===== config.mk =====
export PLATFORM = sky130hd
export DESIGN_NAME = protobuf_wire_field_parser
export DESIGN_NICKNAME = d
export VERILOG_FILES = /design/src/rtl/pbwfp_pkg.sv /design/src/rtl/protobuf_wire_field_parser.sv
export SDC_FILE = /design/constraint.sdc
export NUM_CORES = 1
export LEC_CHECK = 0
export CELL_PAD_IN_SITES_DETAIL_PLACEMENT = 0
export CELL_PAD_IN_SITES_GLOBAL_PLACEMENT = 2
export CORE_ASPECT_RATIO = 1.5
export CORE_UTILIZATION = 41
export DETAILED_ROUTE_END_ITERATION = 7
export DONT_BUFFER_PORTS = 1
export HOLD_SLACK_MARGIN = 0.15
export PLACE_DENSITY = 0.78
export SETUP_SLACK_MARGIN = 0.4
export SKIP_CTS_REPAIR_TIMING = 1
export SYNTH_ARGS = -nofsm -noshare
export SYNTH_HDL_FRONTEND = slang
export SYNTH_SLANG_ARGS = --single-unit

===== constraint.sdc =====
create_clock -name clk -period 12.15 [get_ports clk]
set_input_delay 1.215 -clock clk [delete_from_list [all_inputs] [get_ports clk]]
set_output_delay 1.215 -clock clk [all_outputs]
set_load 0.01 [all_outputs]

===== src/rtl/pbwfp_pkg.sv =====
`default_nettype none

package pbwfp_pkg;

	// Result kinds.
	typedef enum logic [2:0] {
		KIND_SCALAR  = 3'd0,
		KIND_LEN_HDR = 3'd1,
		KIND_PAYLOAD = 3'd2,
		KIND_UNKNOWN = 3'd3,
		KIND_ERROR   = 3'd4,
		KIND_END     = 3'd5
	} kind_t;

	// Error codes carried by error results.
	typedef enum logic [2:0] {
		ERR_NONE        = 3'd0,
		ERR_VARINT_OVF  = 3'd1,
		ERR_SHORT_FIX64 = 3'd2,
		ERR_SHORT_PAYLD = 3'd3,
		ERR_SHORT_FIX32 = 3'd4
	} err_t;

	// Parser phases, one-hot.
	typedef enum logic [6:0] {
		PH_TAG     = 7'b0000001,
		PH_VAL     = 7'b0000010,
		PH_FIX64   = 7'b0000100,
		PH_LEN     = 7'b0001000,
		PH_PAYLOAD = 7'b0010000,
		PH_FIX32   = 7'b0100000,
		PH_DRAIN   = 7'b1000000
	} phase_t;

	// Wire types that the parser understands.
	localparam logic [2:0] WT_VARINT  = 3'd0;
	localparam logic [2:0] WT_FIXED64 = 3'd1;
	localparam logic [2:0] WT_LENGTH  = 3'd2;
	localparam logic [2:0] WT_FIXED32 = 3'd5;

	localparam int FN_W    = 61;
	localparam int VAL_W   = 64;
	localparam int CNT_W   = 4;

	// Last varint byte index before an overflow is declared.
	localparam logic [CNT_W-1:0] VARINT_LAST_IDX = 4'd9;
	localparam logic [CNT_W-1:0] FIX64_BYTES     = 4'd8;
	localparam logic [CNT_W-1:0] FIX32_BYTES     = 4'd4;

endpackage

`default_nettype wire


===== src/rtl/protobuf_wire_field_parser.sv =====
`default_nettype none

// Protocol buffer wire-format parser, one nesting level. Each request carries one byte of a
// message buffer and a mark on its final byte. The parser reads a varint tag, splits it into a
// field number and a wire type, then reads a varint, a little-endian 64-bit or 32-bit fixed
// value, or a length followed by that many payload bytes, which are streamed out one per
// result. Each byte gives at most one result. Throughput is one byte per clock unless the
// result register is held by a stalled consumer: a byte is captured in an input register and
// decoded by one shallow pass (a 7-bit or 8-bit merge into the 64-bit accumulator and a 64-bit
// decrement of the payload count) that writes the result register. The input side stalls only
// when a byte that yields a result finds the result register still held by a stalled consumer.
// After the last byte of a buffer all parser state returns to its reset value, so the next
// buffer may follow in the very next cycle. Errors (varint overflow, short fixed value, short
// payload) and unknown wire types silence the parser until the end of the buffer, where an
// end result is emitted unless the error or unknown result fell on the final byte itself;
// payload bytes sent before a short-payload error must be discarded by the consumer.
module protobuf_wire_field_parser (
	input  wire logic        clk,
	input  wire logic        arst_n,
	// Byte request channel.
	input  wire logic        data_valid,
	output logic             data_stall,
	input  wire logic [7:0]  data_byte,
	input  wire logic        buffer_last,
	// Result channel.
	output logic             result_valid,
	input  wire logic        result_stall,
	output logic [2:0]       kind,
	output logic [60:0]      field_id,
	output logic [2:0]       wire_code,
	output logic [63:0]      value,
	output logic [7:0]       payload_byte,
	output logic             payload_last,
	output logic             buffer_end,
	output logic [2:0]       error_code
);

	// Input register.
	logic       item_valid_s1;
	logic [7:0] byte_s1;
	logic       last_s1;

	// Parser state.
	pbwfp_pkg::phase_t                    phase_q;
	logic [pbwfp_pkg::VAL_W-1:0]          acc_q;
	logic [pbwfp_pkg::CNT_W-1:0]          cnt_q;
	logic [pbwfp_pkg::FN_W-1:0]           held_fn_q;
	logic [2:0]                           held_wt_q;
	logic [pbwfp_pkg::VAL_W-1:0]          remain_q;

	// Result register.
	logic                                 res_valid_s2;
	pbwfp_pkg::kind_t                     res_kind_s2;
	logic [pbwfp_pkg::FN_W-1:0]           res_fn_s2;
	logic [2:0]                           res_wt_s2;
	logic [pbwfp_pkg::VAL_W-1:0]          res_value_s2;
	logic [7:0]                           res_pbyte_s2;
	logic                                 res_plast_s2;
	logic                                 res_bend_s2;
	pbwfp_pkg::err_t                      res_err_s2;

	// Next-state and result values of the decode pass.
	pbwfp_pkg::phase_t                    nx_phase;
	logic [pbwfp_pkg::VAL_W-1:0]          nx_acc;
	logic [pbwfp_pkg::CNT_W-1:0]          nx_cnt;
	logic [pbwfp_pkg::FN_W-1:0]           nx_fn;
	logic [2:0]                           nx_wt;
	logic [pbwfp_pkg::VAL_W-1:0]          nx_remain;
	logic                                 has_res;
	pbwfp_pkg::kind_t                     nx_kind;
	logic [pbwfp_pkg::VAL_W-1:0]          nx_value;
	logic [7:0]                           nx_pbyte;
	logic                                 nx_plast;
	pbwfp_pkg::err_t                      nx_err;

	// Varint and fixed merges of the current byte into the accumulator.
	logic [6:0]                           shamt_var;
	logic [pbwfp_pkg::VAL_W-1:0]          vacc;
	logic                                 v_more;
	logic                                 v_ovf;
	logic [pbwfp_pkg::VAL_W-1:0]          facc;
	logic [pbwfp_pkg::CNT_W-1:0]          fcnt;
	logic [pbwfp_pkg::CNT_W-1:0]          fneed;
	logic [pbwfp_pkg::VAL_W-1:0]          remain_dec;

	logic advance;

	// A byte moves on when it yields no result or the result register can take one.
	assign advance    = item_valid_s1 && (!has_res || !res_valid_s2 || !result_stall);
	assign data_stall = item_valid_s1 && !advance;

	// Bits beyond 63 of a shifted varint group fall off, so only bit 0 of a tenth byte lands.
	assign shamt_var = 7'({3'b000, cnt_q} * 7);
	assign vacc      = acc_q | (64'({57'd0, byte_s1[6:0]}) << shamt_var);
	assign v_more    = byte_s1[7];
	assign v_ovf     = v_more && (cnt_q >= pbwfp_pkg::VARINT_LAST_IDX);

	assign facc  = cnt_q[3] ? acc_q
	                        : (acc_q | (64'({56'd0, byte_s1}) << {cnt_q[2:0], 3'b000}));
	assign fcnt  = cnt_q + 4'd1;
	assign fneed = (phase_q == pbwfp_pkg::PH_FIX64) ? pbwfp_pkg::FIX64_BYTES
	                                                : pbwfp_pkg::FIX32_BYTES;

	assign remain_dec = (remain_q != '0) ? (remain_q - 64'd1) : remain_q;

	always_comb begin
		nx_phase  = phase_q;
		nx_acc    = acc_q;
		nx_cnt    = cnt_q;
		nx_fn     = held_fn_q;
		nx_wt     = held_wt_q;
		nx_remain = remain_q;
		has_res   = 1'b0;
		nx_kind   = pbwfp_pkg::KIND_SCALAR;
		nx_value  = '0;
		nx_pbyte  = '0;
		nx_plast  = 1'b0;
		nx_err    = pbwfp_pkg::ERR_NONE;

		case (phase_q)
			pbwfp_pkg::PH_TAG: begin
				if (v_ovf) begin
					nx_fn    = '0;
					nx_wt    = '0;
					has_res  = 1'b1;
					nx_kind  = pbwfp_pkg::KIND_ERROR;
					nx_err   = pbwfp_pkg::ERR_VARINT_OVF;
					nx_phase = pbwfp_pkg::PH_DRAIN;
					nx_acc   = '0;
					nx_cnt   = '0;
				end else if (v_more && !last_s1) begin
					nx_acc = vacc;
					nx_cnt = cnt_q + 4'd1;
				end else begin
					// Tag complete, or cut short by the buffer end: split it.
					nx_fn  = vacc[63:3];
					nx_wt  = vacc[2:0];
					nx_acc = '0;
					nx_cnt = '0;
					case (vacc[2:0])
						pbwfp_pkg::WT_VARINT: begin
							if (last_s1) begin
								has_res = 1'b1;
								nx_kind = pbwfp_pkg::KIND_SCALAR;
							end else begin
								nx_phase = pbwfp_pkg::PH_VAL;
							end
						end
						pbwfp_pkg::WT_FIXED64: begin
							if (last_s1) begin
								has_res  = 1'b1;
								nx_kind  = pbwfp_pkg::KIND_ERROR;
								nx_err   = pbwfp_pkg::ERR_SHORT_FIX64;
								nx_phase = pbwfp_pkg::PH_DRAIN;
							end else begin
								nx_phase = pbwfp_pkg::PH_FIX64;
							end
						end
						pbwfp_pkg::WT_LENGTH: begin
							if (last_s1) begin
								has_res = 1'b1;
								nx_kind = pbwfp_pkg::KIND_LEN_HDR;
							end else begin
								nx_phase = pbwfp_pkg::PH_LEN;
							end
						end
						pbwfp_pkg::WT_FIXED32: begin
							if (last_s1) begin
								has_res  = 1'b1;
								nx_kind  = pbwfp_pkg::KIND_ERROR;
								nx_err   = pbwfp_pkg::ERR_SHORT_FIX32;
								nx_phase = pbwfp_pkg::PH_DRAIN;
							end else begin
								nx_phase = pbwfp_pkg::PH_FIX32;
							end
						end
						default: begin
							has_res  = 1'b1;
							nx_kind  = pbwfp_pkg::KIND_UNKNOWN;
							nx_phase = pbwfp_pkg::PH_DRAIN;
						end
					endcase
				end
			end
			pbwfp_pkg::PH_VAL: begin
				if (v_ovf) begin
					has_res  = 1'b1;
					nx_kind  = pbwfp_pkg::KIND_ERROR;
					nx_err   = pbwfp_pkg::ERR_VARINT_OVF;
					nx_phase = pbwfp_pkg::PH_DRAIN;
					nx_acc   = '0;
					nx_cnt   = '0;
				end else if (!v_more || last_s1) begin
					has_res  = 1'b1;
					nx_kind  = pbwfp_pkg::KIND_SCALAR;
					nx_value = vacc;
					nx_phase = pbwfp_pkg::PH_TAG;
					nx_acc   = '0;
					nx_cnt   = '0;
				end else begin
					nx_acc = vacc;
					nx_cnt = cnt_q + 4'd1;
				end
			end
			pbwfp_pkg::PH_FIX64, pbwfp_pkg::PH_FIX32: begin
				if (fcnt >= fneed) begin
					has_res  = 1'b1;
					nx_kind  = pbwfp_pkg::KIND_SCALAR;
					nx_value = facc;
					nx_phase = pbwfp_pkg::PH_TAG;
					nx_acc   = '0;
					nx_cnt   = '0;
				end else if (last_s1) begin
					has_res  = 1'b1;
					nx_kind  = pbwfp_pkg::KIND_ERROR;
					nx_err   = (phase_q == pbwfp_pkg::PH_FIX64) ? pbwfp_pkg::ERR_SHORT_FIX64
					                                            : pbwfp_pkg::ERR_SHORT_FIX32;
					nx_phase = pbwfp_pkg::PH_DRAIN;
					nx_acc   = '0;
					nx_cnt   = '0;
				end else begin
					nx_acc = facc;
					nx_cnt = fcnt;
				end
			end
			pbwfp_pkg::PH_LEN: begin
				if (v_ovf) begin
					has_res  = 1'b1;
					nx_kind  = pbwfp_pkg::KIND_ERROR;
					nx_err   = pbwfp_pkg::ERR_VARINT_OVF;
					nx_phase = pbwfp_pkg::PH_DRAIN;
					nx_acc   = '0;
					nx_cnt   = '0;
				end else if (v_more && !last_s1) begin
					nx_acc = vacc;
					nx_cnt = cnt_q + 4'd1;
				end else begin
					nx_acc  = '0;
					nx_cnt  = '0;
					has_res = 1'b1;
					if (vacc == '0) begin
						// An empty payload closes the field at once.
						nx_kind  = pbwfp_pkg::KIND_LEN_HDR;
						nx_phase = pbwfp_pkg::PH_TAG;
					end else if (last_s1) begin
						nx_kind  = pbwfp_pkg::KIND_ERROR;
						nx_err   = pbwfp_pkg::ERR_SHORT_PAYLD;
						nx_phase = pbwfp_pkg::PH_DRAIN;
					end else begin
						nx_kind   = pbwfp_pkg::KIND_LEN_HDR;
						nx_value  = vacc;
						nx_remain = vacc;
						nx_phase  = pbwfp_pkg::PH_PAYLOAD;
					end
				end
			end
			pbwfp_pkg::PH_PAYLOAD: begin
				nx_remain = remain_dec;
				has_res   = 1'b1;
				if ((remain_dec != '0) && last_s1) begin
					nx_kind  = pbwfp_pkg::KIND_ERROR;
					nx_err   = pbwfp_pkg::ERR_SHORT_PAYLD;
					nx_phase = pbwfp_pkg::PH_DRAIN;
					nx_acc   = '0;
					nx_cnt   = '0;
				end else begin
					nx_kind  = pbwfp_pkg::KIND_PAYLOAD;
					nx_pbyte = byte_s1;
					nx_plast = (remain_dec == '0);
					if (remain_dec == '0) begin
						nx_phase = pbwfp_pkg::PH_TAG;
					end
				end
			end
			default: begin
				// Draining after an error or unknown wire type.
				if (last_s1) begin
					nx_fn   = '0;
					nx_wt   = '0;
					has_res = 1'b1;
					nx_kind = pbwfp_pkg::KIND_END;
				end
			end
		endcase
	end

	// Input register: refilled whenever the held byte moves on or none is held.
	always_ff @(posedge clk or negedge arst_n) begin
		if (!arst_n) begin
			item_valid_s1 <= 1'b0;
		end else if (!data_stall) begin
			item_valid_s1 <= data_valid;
		end
	end

	always_ff @(posedge clk) begin
		if (data_valid && !data_stall) begin
			byte_s1 <= data_byte;
			last_s1 <= buffer_last;
		end
	end

	// Parser state: the final byte of a buffer returns everything to reset values.
	always_ff @(posedge clk or negedge arst_n) begin
		if (!arst_n) begin
			phase_q   <= pbwfp_pkg::PH_TAG;
			acc_q     <= '0;
			cnt_q     <= '0;
			held_fn_q <= '0;
			held_wt_q <= '0;
			remain_q  <= '0;
		end else if (advance) begin
			if (last_s1) begin
				phase_q   <= pbwfp_pkg::PH_TAG;
				acc_q     <= '0;
				cnt_q     <= '0;
				held_fn_q <= '0;
				held_wt_q <= '0;
				remain_q  <= '0;
			end else begin
				phase_q   <= nx_phase;
				acc_q     <= nx_acc;
				cnt_q     <= nx_cnt;
				held_fn_q <= nx_fn;
				held_wt_q <= nx_wt;
				remain_q  <= nx_remain;
			end
		end
	end

	// Result register.
	always_ff @(posedge clk or negedge arst_n) begin
		if (!arst_n) begin
			res_valid_s2 <= 1'b0;
		end else if (advance && has_res) begin
			res_valid_s2 <= 1'b1;
		end else if (!result_stall) begin
			res_valid_s2 <= 1'b0;
		end
	end

	always_ff @(posedge clk) begin
		if (advance && has_res) begin
			res_kind_s2  <= nx_kind;
			res_fn_s2    <= nx_fn;
			res_wt_s2    <= nx_wt;
			res_value_s2 <= nx_value;
			res_pbyte_s2 <= nx_pbyte;
			res_plast_s2 <= nx_plast;
			res_bend_s2  <= last_s1;
			res_err_s2   <= nx_err;
		end
	end

	assign result_valid = res_valid_s2;
	assign kind         = res_kind_s2;
	assign field_id     = res_fn_s2;
	assign wire_code    = res_wt_s2;
	assign value        = res_value_s2;
	assign payload_byte = res_pbyte_s2;
	assign payload_last = res_plast_s2;
	assign buffer_end   = res_bend_s2;
	assign error_code   = res_err_s2;

`ifndef NO_ASSERTIONS
	// The last byte of a buffer leaves the parser fully reset.
	a_buffer_reset: assert property (@(posedge clk) disable iff (!arst_n)
		(advance && last_s1) |=> (phase_q == pbwfp_pkg::PH_TAG && acc_q == '0 &&
		                          cnt_q == '0 && remain_q == '0))
		else $error("parser state not cleared after buffer end");

	// The varint byte count never passes the overflow point.
	a_cnt_bound: assert property (@(posedge clk) disable iff (!arst_n)
		cnt_q <= pbwfp_pkg::VARINT_LAST_IDX)
		else $error("varint byte count out of range");

	// Error results carry a code and no value; other results carry no code.
	a_err_fields: assert property (@(posedge clk) disable iff (!arst_n)
		res_valid_s2 |-> ((res_kind_s2 == pbwfp_pkg::KIND_ERROR) ?
		                  (res_err_s2 != pbwfp_pkg::ERR_NONE && res_value_s2 == '0) :
		                  (res_err_s2 == pbwfp_pkg::ERR_NONE)))
		else $error("error code and result kind disagree");

	// The input side stalls only while a byte is held and blocked.
	a_stall_cause: assert property (@(posedge clk) disable iff (!arst_n)
		data_stall |-> (item_valid_s1 && has_res && res_valid_s2 && result_stall))
		else $error("input stalled without a blocked result");
`endif

endmodule

`default_nettype wire

# Yosys cells after proc, flatten, opt, wreduce, memory -nomap -nowiden
# Index checks and enable logic that the tools add are counted.
[classes] reduce_logical=34 mux=95 shifts=2 n_addsub=2 n_mul=1 div_mod_pow=0 n_eq_ne=19 bitwise_logic=3 magnitude_cmp=2
[ops] op="two-way mux 64 bit" n=20
[ops] op="one-hot mux 64 bit (4 select lines)" n=1
[ops] op="two-way mux 61 bit" n=4
[ops] op="one-hot mux 64 bit (3 select lines)" n=1
[ops] op="zero test 64 bit" n=2
[ops] op="OR 64 bit" n=2
[ops] op="one-hot mux 64 bit (2 select lines)" n=1
[ops] op="nonzero test 64 bit" n=2
[ops] op="one-hot mux 61 bit (2 select lines)" n=1
[ops] op="two-way mux 7 bit" n=10
[ops] op="<< shifter 7 x 7 -> 64 bit" n=1
[ops] op="<< shifter 8 x 6 -> 64 bit" n=1
[ops] op="subtractor 64 x 1 -> 64 bit, second input constant" n=1
[ops] op="two-way mux 3 bit" n=20
[ops] op="one-hot mux 7 bit (5 select lines)" n=1
[ops] op="two-way mux 4 bit" n=8
[ops] op="one-hot mux 3 bit (5 select lines)" n=2
[ops] op="one-hot mux 7 bit (4 select lines)" n=1
[ops] op="!= test 4 bit, second input constant" n=4
[ops] op="one-hot mux 4 bit (4 select lines)" n=1
[ops] op="!= test 3 bit, second input constant" n=5
[ops] op="two-way mux 1 bit" n=13
[ops] op="two-way mux 2 bit" n=6
[ops] op="one-hot mux 3 bit (2 select lines)" n=2
[ops] op="31 further kinds" n=48
[word_totals] n_memories=0 romBits=0 output_inout_bits=146 in_bits=13 word_cells=176 latch_bits=0 ramBits=0 regBits=358

# Depth between registers and ports, before layout
[logic_depth] word_depth=17 ltp_mapped=15

# Worst setup path after synthesis
# Ideal clock, no wire load.
[synth_timing] path_kind="reg2reg" startpoint="register phase_q[1]" endpoint="register res_bend_s2 (netlist: buffer_end) (enable)" t_arrival_ns=8.822 period_less_slack_ns=9.471 setup_time_ns=0.650 path_buffers=1 path_slack_ns=2.679 required_ns=11.500 stages_incl_launch_ff=12 cell_sequence="dfrtp_1 > nor4_2 > nand3_1 > ha_1 > a21bo_2 > a21oi_1 > a21boi_0 > o21ai_0 > a311o_1 > nand2_1 > clkbuf_1 > nor2_1"
[synth_via] elab_chain_len=10 elab_cells_between_ends=16 classes_between="1 x order compare; 6 x eq/ne; 3 x mux; 6 x reduce/logical"
[synth_rtl] item="start, declared" line_no="protobuf_wire_field_parser.sv:44" rtl="pbwfp_pkg::phase_t phase_q;"
[synth_rtl] item="start signal, assigned" line_no="protobuf_wire_field_parser.sv:306" rtl="phase_q <= pbwfp_pkg::PH_TAG;"
[synth_rtl] item="start signal, assigned" line_no="protobuf_wire_field_parser.sv:314" rtl="phase_q <= pbwfp_pkg::PH_TAG;"
[synth_rtl] item="start signal, assigned" line_no="protobuf_wire_field_parser.sv:321" rtl="phase_q <= nx_phase;"
[synth_rtl] item="== test 7 x 3 -> 1 bit" line_no="protobuf_wire_field_parser.sv:101, protobuf_wire_field_parser.sv:120"
[synth_rtl] item="two-way mux 4 bit" line_no="protobuf_wire_field_parser.sv:101" rtl="assign fneed = (phase_q == pbwfp_pkg::PH_FIX64) ? pbwfp_pkg::FIX64_BYTES"
[synth_rtl] item="greater-or-equal comparator 4 bit" line_no="protobuf_wire_field_parser.sv:206" rtl="if (fcnt >= fneed) begin"
[synth_rtl] item="two-way mux 1 bit" line_no="protobuf_wire_field_parser.sv:206"
[synth_rtl] item="one-hot mux 1 bit (5 select lines) *" line_no="protobuf_wire_field_parser.sv:120" rtl="case (phase_q)"
[synth_rtl] item="zero test 1 bit" line_no="protobuf_wire_field_parser.sv:89" rtl="assign advance = item_valid_s1 && (!has_res || !res_valid_s2 || !result_stall);"
[synth_rtl] item="logical OR 1 bit (2 in a row)" line_no="protobuf_wire_field_parser.sv:89"
[synth_rtl] item="logical AND 1 bit" line_no="protobuf_wire_field_parser.sv:89"
[synth_rtl] item="logical AND 1 bit *" line_no="protobuf_wire_field_parser.sv:343" rtl="if (advance && has_res) begin"
[synth_rtl] item="end signal, assigned" line_no="protobuf_wire_field_parser.sv:350" rtl="res_bend_s2 <= last_s1;"
[synth_rtl] item="end, declared" line_no="protobuf_wire_field_parser.sv:59" rtl="logic res_bend_s2;"
# Every way passes the cells marked *; elsewhere a longest branch is shown, timed or not.
# A chain may end at the register's enable or synchronous reset.

# Worst setup path in the final report
[layout_timing] startpoint="register phase_q[1]" endpoint="register res_fn_s2, in the netlist field_id[57] (enable)"
[layout_via] elab_chain_len=10 elab_cells_between_ends=16 classes_between="1 x order compare; 6 x eq/ne; 3 x mux; 6 x reduce/logical"
[layout_rtl] item="== test 7 x 3 -> 1 bit" line_no="protobuf_wire_field_parser.sv:101, protobuf_wire_field_parser.sv:120"
[layout_rtl] item="two-way mux 4 bit" line_no="protobuf_wire_field_parser.sv:101"
[layout_rtl] item="greater-or-equal comparator 4 bit" line_no="protobuf_wire_field_parser.sv:206"
[layout_rtl] item="two-way mux 1 bit" line_no="protobuf_wire_field_parser.sv:206"
[layout_rtl] item="one-hot mux 1 bit (5 select lines) *" line_no="protobuf_wire_field_parser.sv:120"
[layout_rtl] item="zero test 1 bit" line_no="protobuf_wire_field_parser.sv:89"
[layout_rtl] item="logical OR 1 bit (2 in a row)" line_no="protobuf_wire_field_parser.sv:89"
[layout_rtl] item="logical AND 1 bit" line_no="protobuf_wire_field_parser.sv:89"
[layout_rtl] item="logical AND 1 bit *" line_no="protobuf_wire_field_parser.sv:343"
[layout_rtl] item="end signal, assigned" line_no="protobuf_wire_field_parser.sv:345" rtl="res_fn_s2 <= nx_fn;"
[layout_rtl] item="end, declared" line_no="protobuf_wire_field_parser.sv:54" rtl="logic [pbwfp_pkg::FN_W-1:0] res_fn_s2;"
# Marks and branches as above.

==> results.ini <==
[timing]
rsz0062_at_grt = false
finClkSkew_ns = 0.0282
setup_tns_ns = 0
min_period_ns = 6.68
finalCritPeriodShare = 0.550
layout_setup_ws_ns = 5.47
worst_pin_slew_ns = 1.37
hold_violations = 0
setup_viol = 0
finalMaxSlewViolations = 0
fmax_ghz = 0.150
max_slew_margin = 0.0775

[cells_and_area]
fin_nets = 2092
n_fill_cell = 4536
drive_above_1_share = 0.100
area.growth.synth_to_final_pct = 9.94
register_area_um2 = 9730
final_cell_area_um2 = 21600
multi_input_area_um2 = 9180

[critical_path]
cp.required_ns = 12.32
critPathMaxFanout = 71
setup.worst_path.start = phase_q[1]
timing.rr.start = phase_q[1]
cp.arrival_ns = 6.85
worstSetupEndpoint = field_id[57]
r2r_cells = 14
r2r_end = field_id[57]
critical_path.endpoint_type = flip-flop
setup.worst_path.class = reg -> reg
reg2reg_slack_ns = 5.47
start_kind = flip-flop

[power_and_ir_drop]
powerDensity_nw_per_um2 = 261
vdd_drop_max_mv = 0.156
power.total_uw = 5640
p_leak_uw = 0.00922

[yosys]
synth.ff_latch_count = 358
yosysWarnings = 0
ys.flop_type = dfrtp_1
synthArstFlopShare = 0.573
seq_area_frac_synth = 0.495
synth.avg_cell_area_um2 = 9.21
synth_edf_count = 153
ys_types = 96
synthCells = 2132
syn_nets = 2151
syn_area_um2 = 19600

[clock_network]
cts_max_level = 2
clock-sinks = 358
numCtsBuffers = 39
clk_pin_slew_ns = 0.07
clock-root-buffer = clkbuf_16
cts_tree = yes
clockBufferDepth = 3
clock_latency_ns = 0.57

[routing]
viasPerCell = 6.68
drt_wl_total_um = 85800
first_pass_iters = 6
vias = 18000
drc = 0
wl_per_cell_um = 31.8
ant_nets = 0
drtIter0Drc = 1928

[floorplan]
die_y_um = 270
dieArea_um2 = 48800
rows = 97
initial_core_util = 0.418
die_x_um = 181
core_area_um2 = 47000
io-pin-count = 159

[global_route]
grt_use_total = 0.349
grt_pass1_vias = 17300
antenna_found_initial = 0
grt_max_degree = 206
grt-ovfl-total = 0
grt_pass1_wl_um = 125000

[min_path]
hp-class = in -> async

[place]
dp_slack_ns = 5.55
hpwl_um = 59200
place_congestion = 0.967
post_dp_cell_area_um2 = 20300
portBuffers = 0

[run]
maxCapViolCount = 0

[outcome]
status = finished clean

[cell families (layout without fill, tap and decap cells)]
kind of cell             after synthesis  count (layout)  share of synthesized area
other                                  0               1                          0
buffers and inverters                203             175                     0.0415
AND/OR/NAND/NOR                      811             811                      0.212
adder cells (fa/ha/maj)                6               6                    0.00382
XOR/XNOR                              19              19                    0.00847
flip-flops                           358             358                      0.495
AO/OA/AOI/OAI                        727             727                      0.235
multiplexers                           8               8                    0.00452
[placed cells by master (no fill, tap or decap), types with 6 or more instances in the layout]
cell type   instances
a22o_1             17
or3_1              15
o31ai_1            22
o22a_1              6
inv_1              32
clkbuf_16          40
xnor2_1            14
or2_2               6
a41o_1             64
buf_4              70
ha_1                6
and3_1              9
nor4_1             27
a41oi_1             8
and2_1             68
nand4_1            40
or4_1               8
a21oi_1           205
edfxtp_1          153
nand2_1           250
a31oi_1            50
nand2b_1           34
o221ai_1           29
a22oi_1             7
mux2_2              7
clkinvlp_4          7
clkinv_2            6
o22ai_1            33
nor3_1             39
nor4_2              7
o21ai_0           219
dfrtp_1           203
nand3_1            46
a21o_1             13
nor2_1            194
[sequential cells by signal (all words and copies together), names as in the netlist]
register / cells
byte_s1: 8
cnt_q: 4
remain_q: 64
kind: 3
field_id: 61
error_code: 3
value: 64
payload_last: 1
held_fn_q: 61
payload_byte: 8
wire_code: 3
held_wt_q: 3
last_s1: 1
phase_q: 7
buffer_end: 1
acc_q: 64
item_valid_s1: 1
result_valid: 1
[routing by layer]
metal / GRT usage / part of all wire / up-vias
li1: - / - / 7858
met5: 0 / 0 / -
met2: 0.589 / 0.49 / 908
met4: 0.222 / 0.070 / 0
met3: 0.0484 / 0.066 / 230
met1: 0.419 / 0.37 / 9040
[Yosys cell counts, types with 9 or more instances]
cell type	instances	area [µm²]
a21o_1	14	105
a21oi_1	206	1030
a22o_1	17	149
a31oi_1	50	313
a41o_1	64	641
and2_1	69	432
and3_1	9	56.3
buf_2	22	110
clkbuf_1	140	526
dfrtp_1	204	5100
edfxtp_1	153	4590
inv_1	33	124
nand2_1	252	946
nand2b_1	34	213
nand3_1	47	235
nand4_1	40	250
nor2_1	195	732
nor3_1	39	195
nor4_1	28	175
o21ai_0	219	1100
o221ai_1	29	254
o22ai_1	33	206
o31ai_1	22	165
or3_1	15	93.8
xnor2_1	14	123
[how the worst min path moves through the flow]
stage | depth (start not counted) | slack, ns | from | end
final | 0 | 0.35 | arst_n | remain_q[26]
after detailed placement | 2 | 0.47 | acc_q[3] | acc_q[3]
after CTS | 0 | 0.34 | arst_n | remain_q[24]
after floorplan | 0 | 0.42 | last_s1 | buffer_end
after global placement | 2 | 0.46 | acc_q[3] | acc_q[3]
after global routing | 0 | 0.33 | arst_n | remain_q[24]
[worst max-delay path: stages (launching register included)]
cell and delay, ns:
dfrtp_1 0.44, nor4_2 0.75, nand3_1 0.31, ha_1 0.36, a21bo_2 0.22, a21oi_1 0.46
nand3_1 0.41, nand3_1 0.22, a311o_2 0.13, buf_4 0.59, nand2_2 0.06, buf_4 0.33
nor2_4 0.31, buf_4 0.73, buf_4 0.78
[layout make-up]
class	count	area share
timing repair buffer	70	0.0243
antenna	1	0.000116
clock buffer	47	0.0499
sequential	358	0.450
inverter	33	0.00574
multi-input combinational	1571	0.425
tap	594	0.0344
clock inverter	25	0.00979
[power by group]
part	internal [µW]	leakage (µW)	switching, µW
sequential	1490	0.00433	191
combinational	701	0.00428	2040
clock	666	0.000617	546
total	2860	0.00922	2780
[metrics by stage]
stage                      util  hold slack [ns]  cells
final                     0.460            0.352   2699
after detailed placement  0.432            0.472   2626
after global routing      0.460            0.332   2698
after floorplan               -            0.424   2132
after CTS                 0.460            0.345   2698
after global placement    0.432            0.462   2626
No activity file was read; power rests on OpenSTA's default activity.
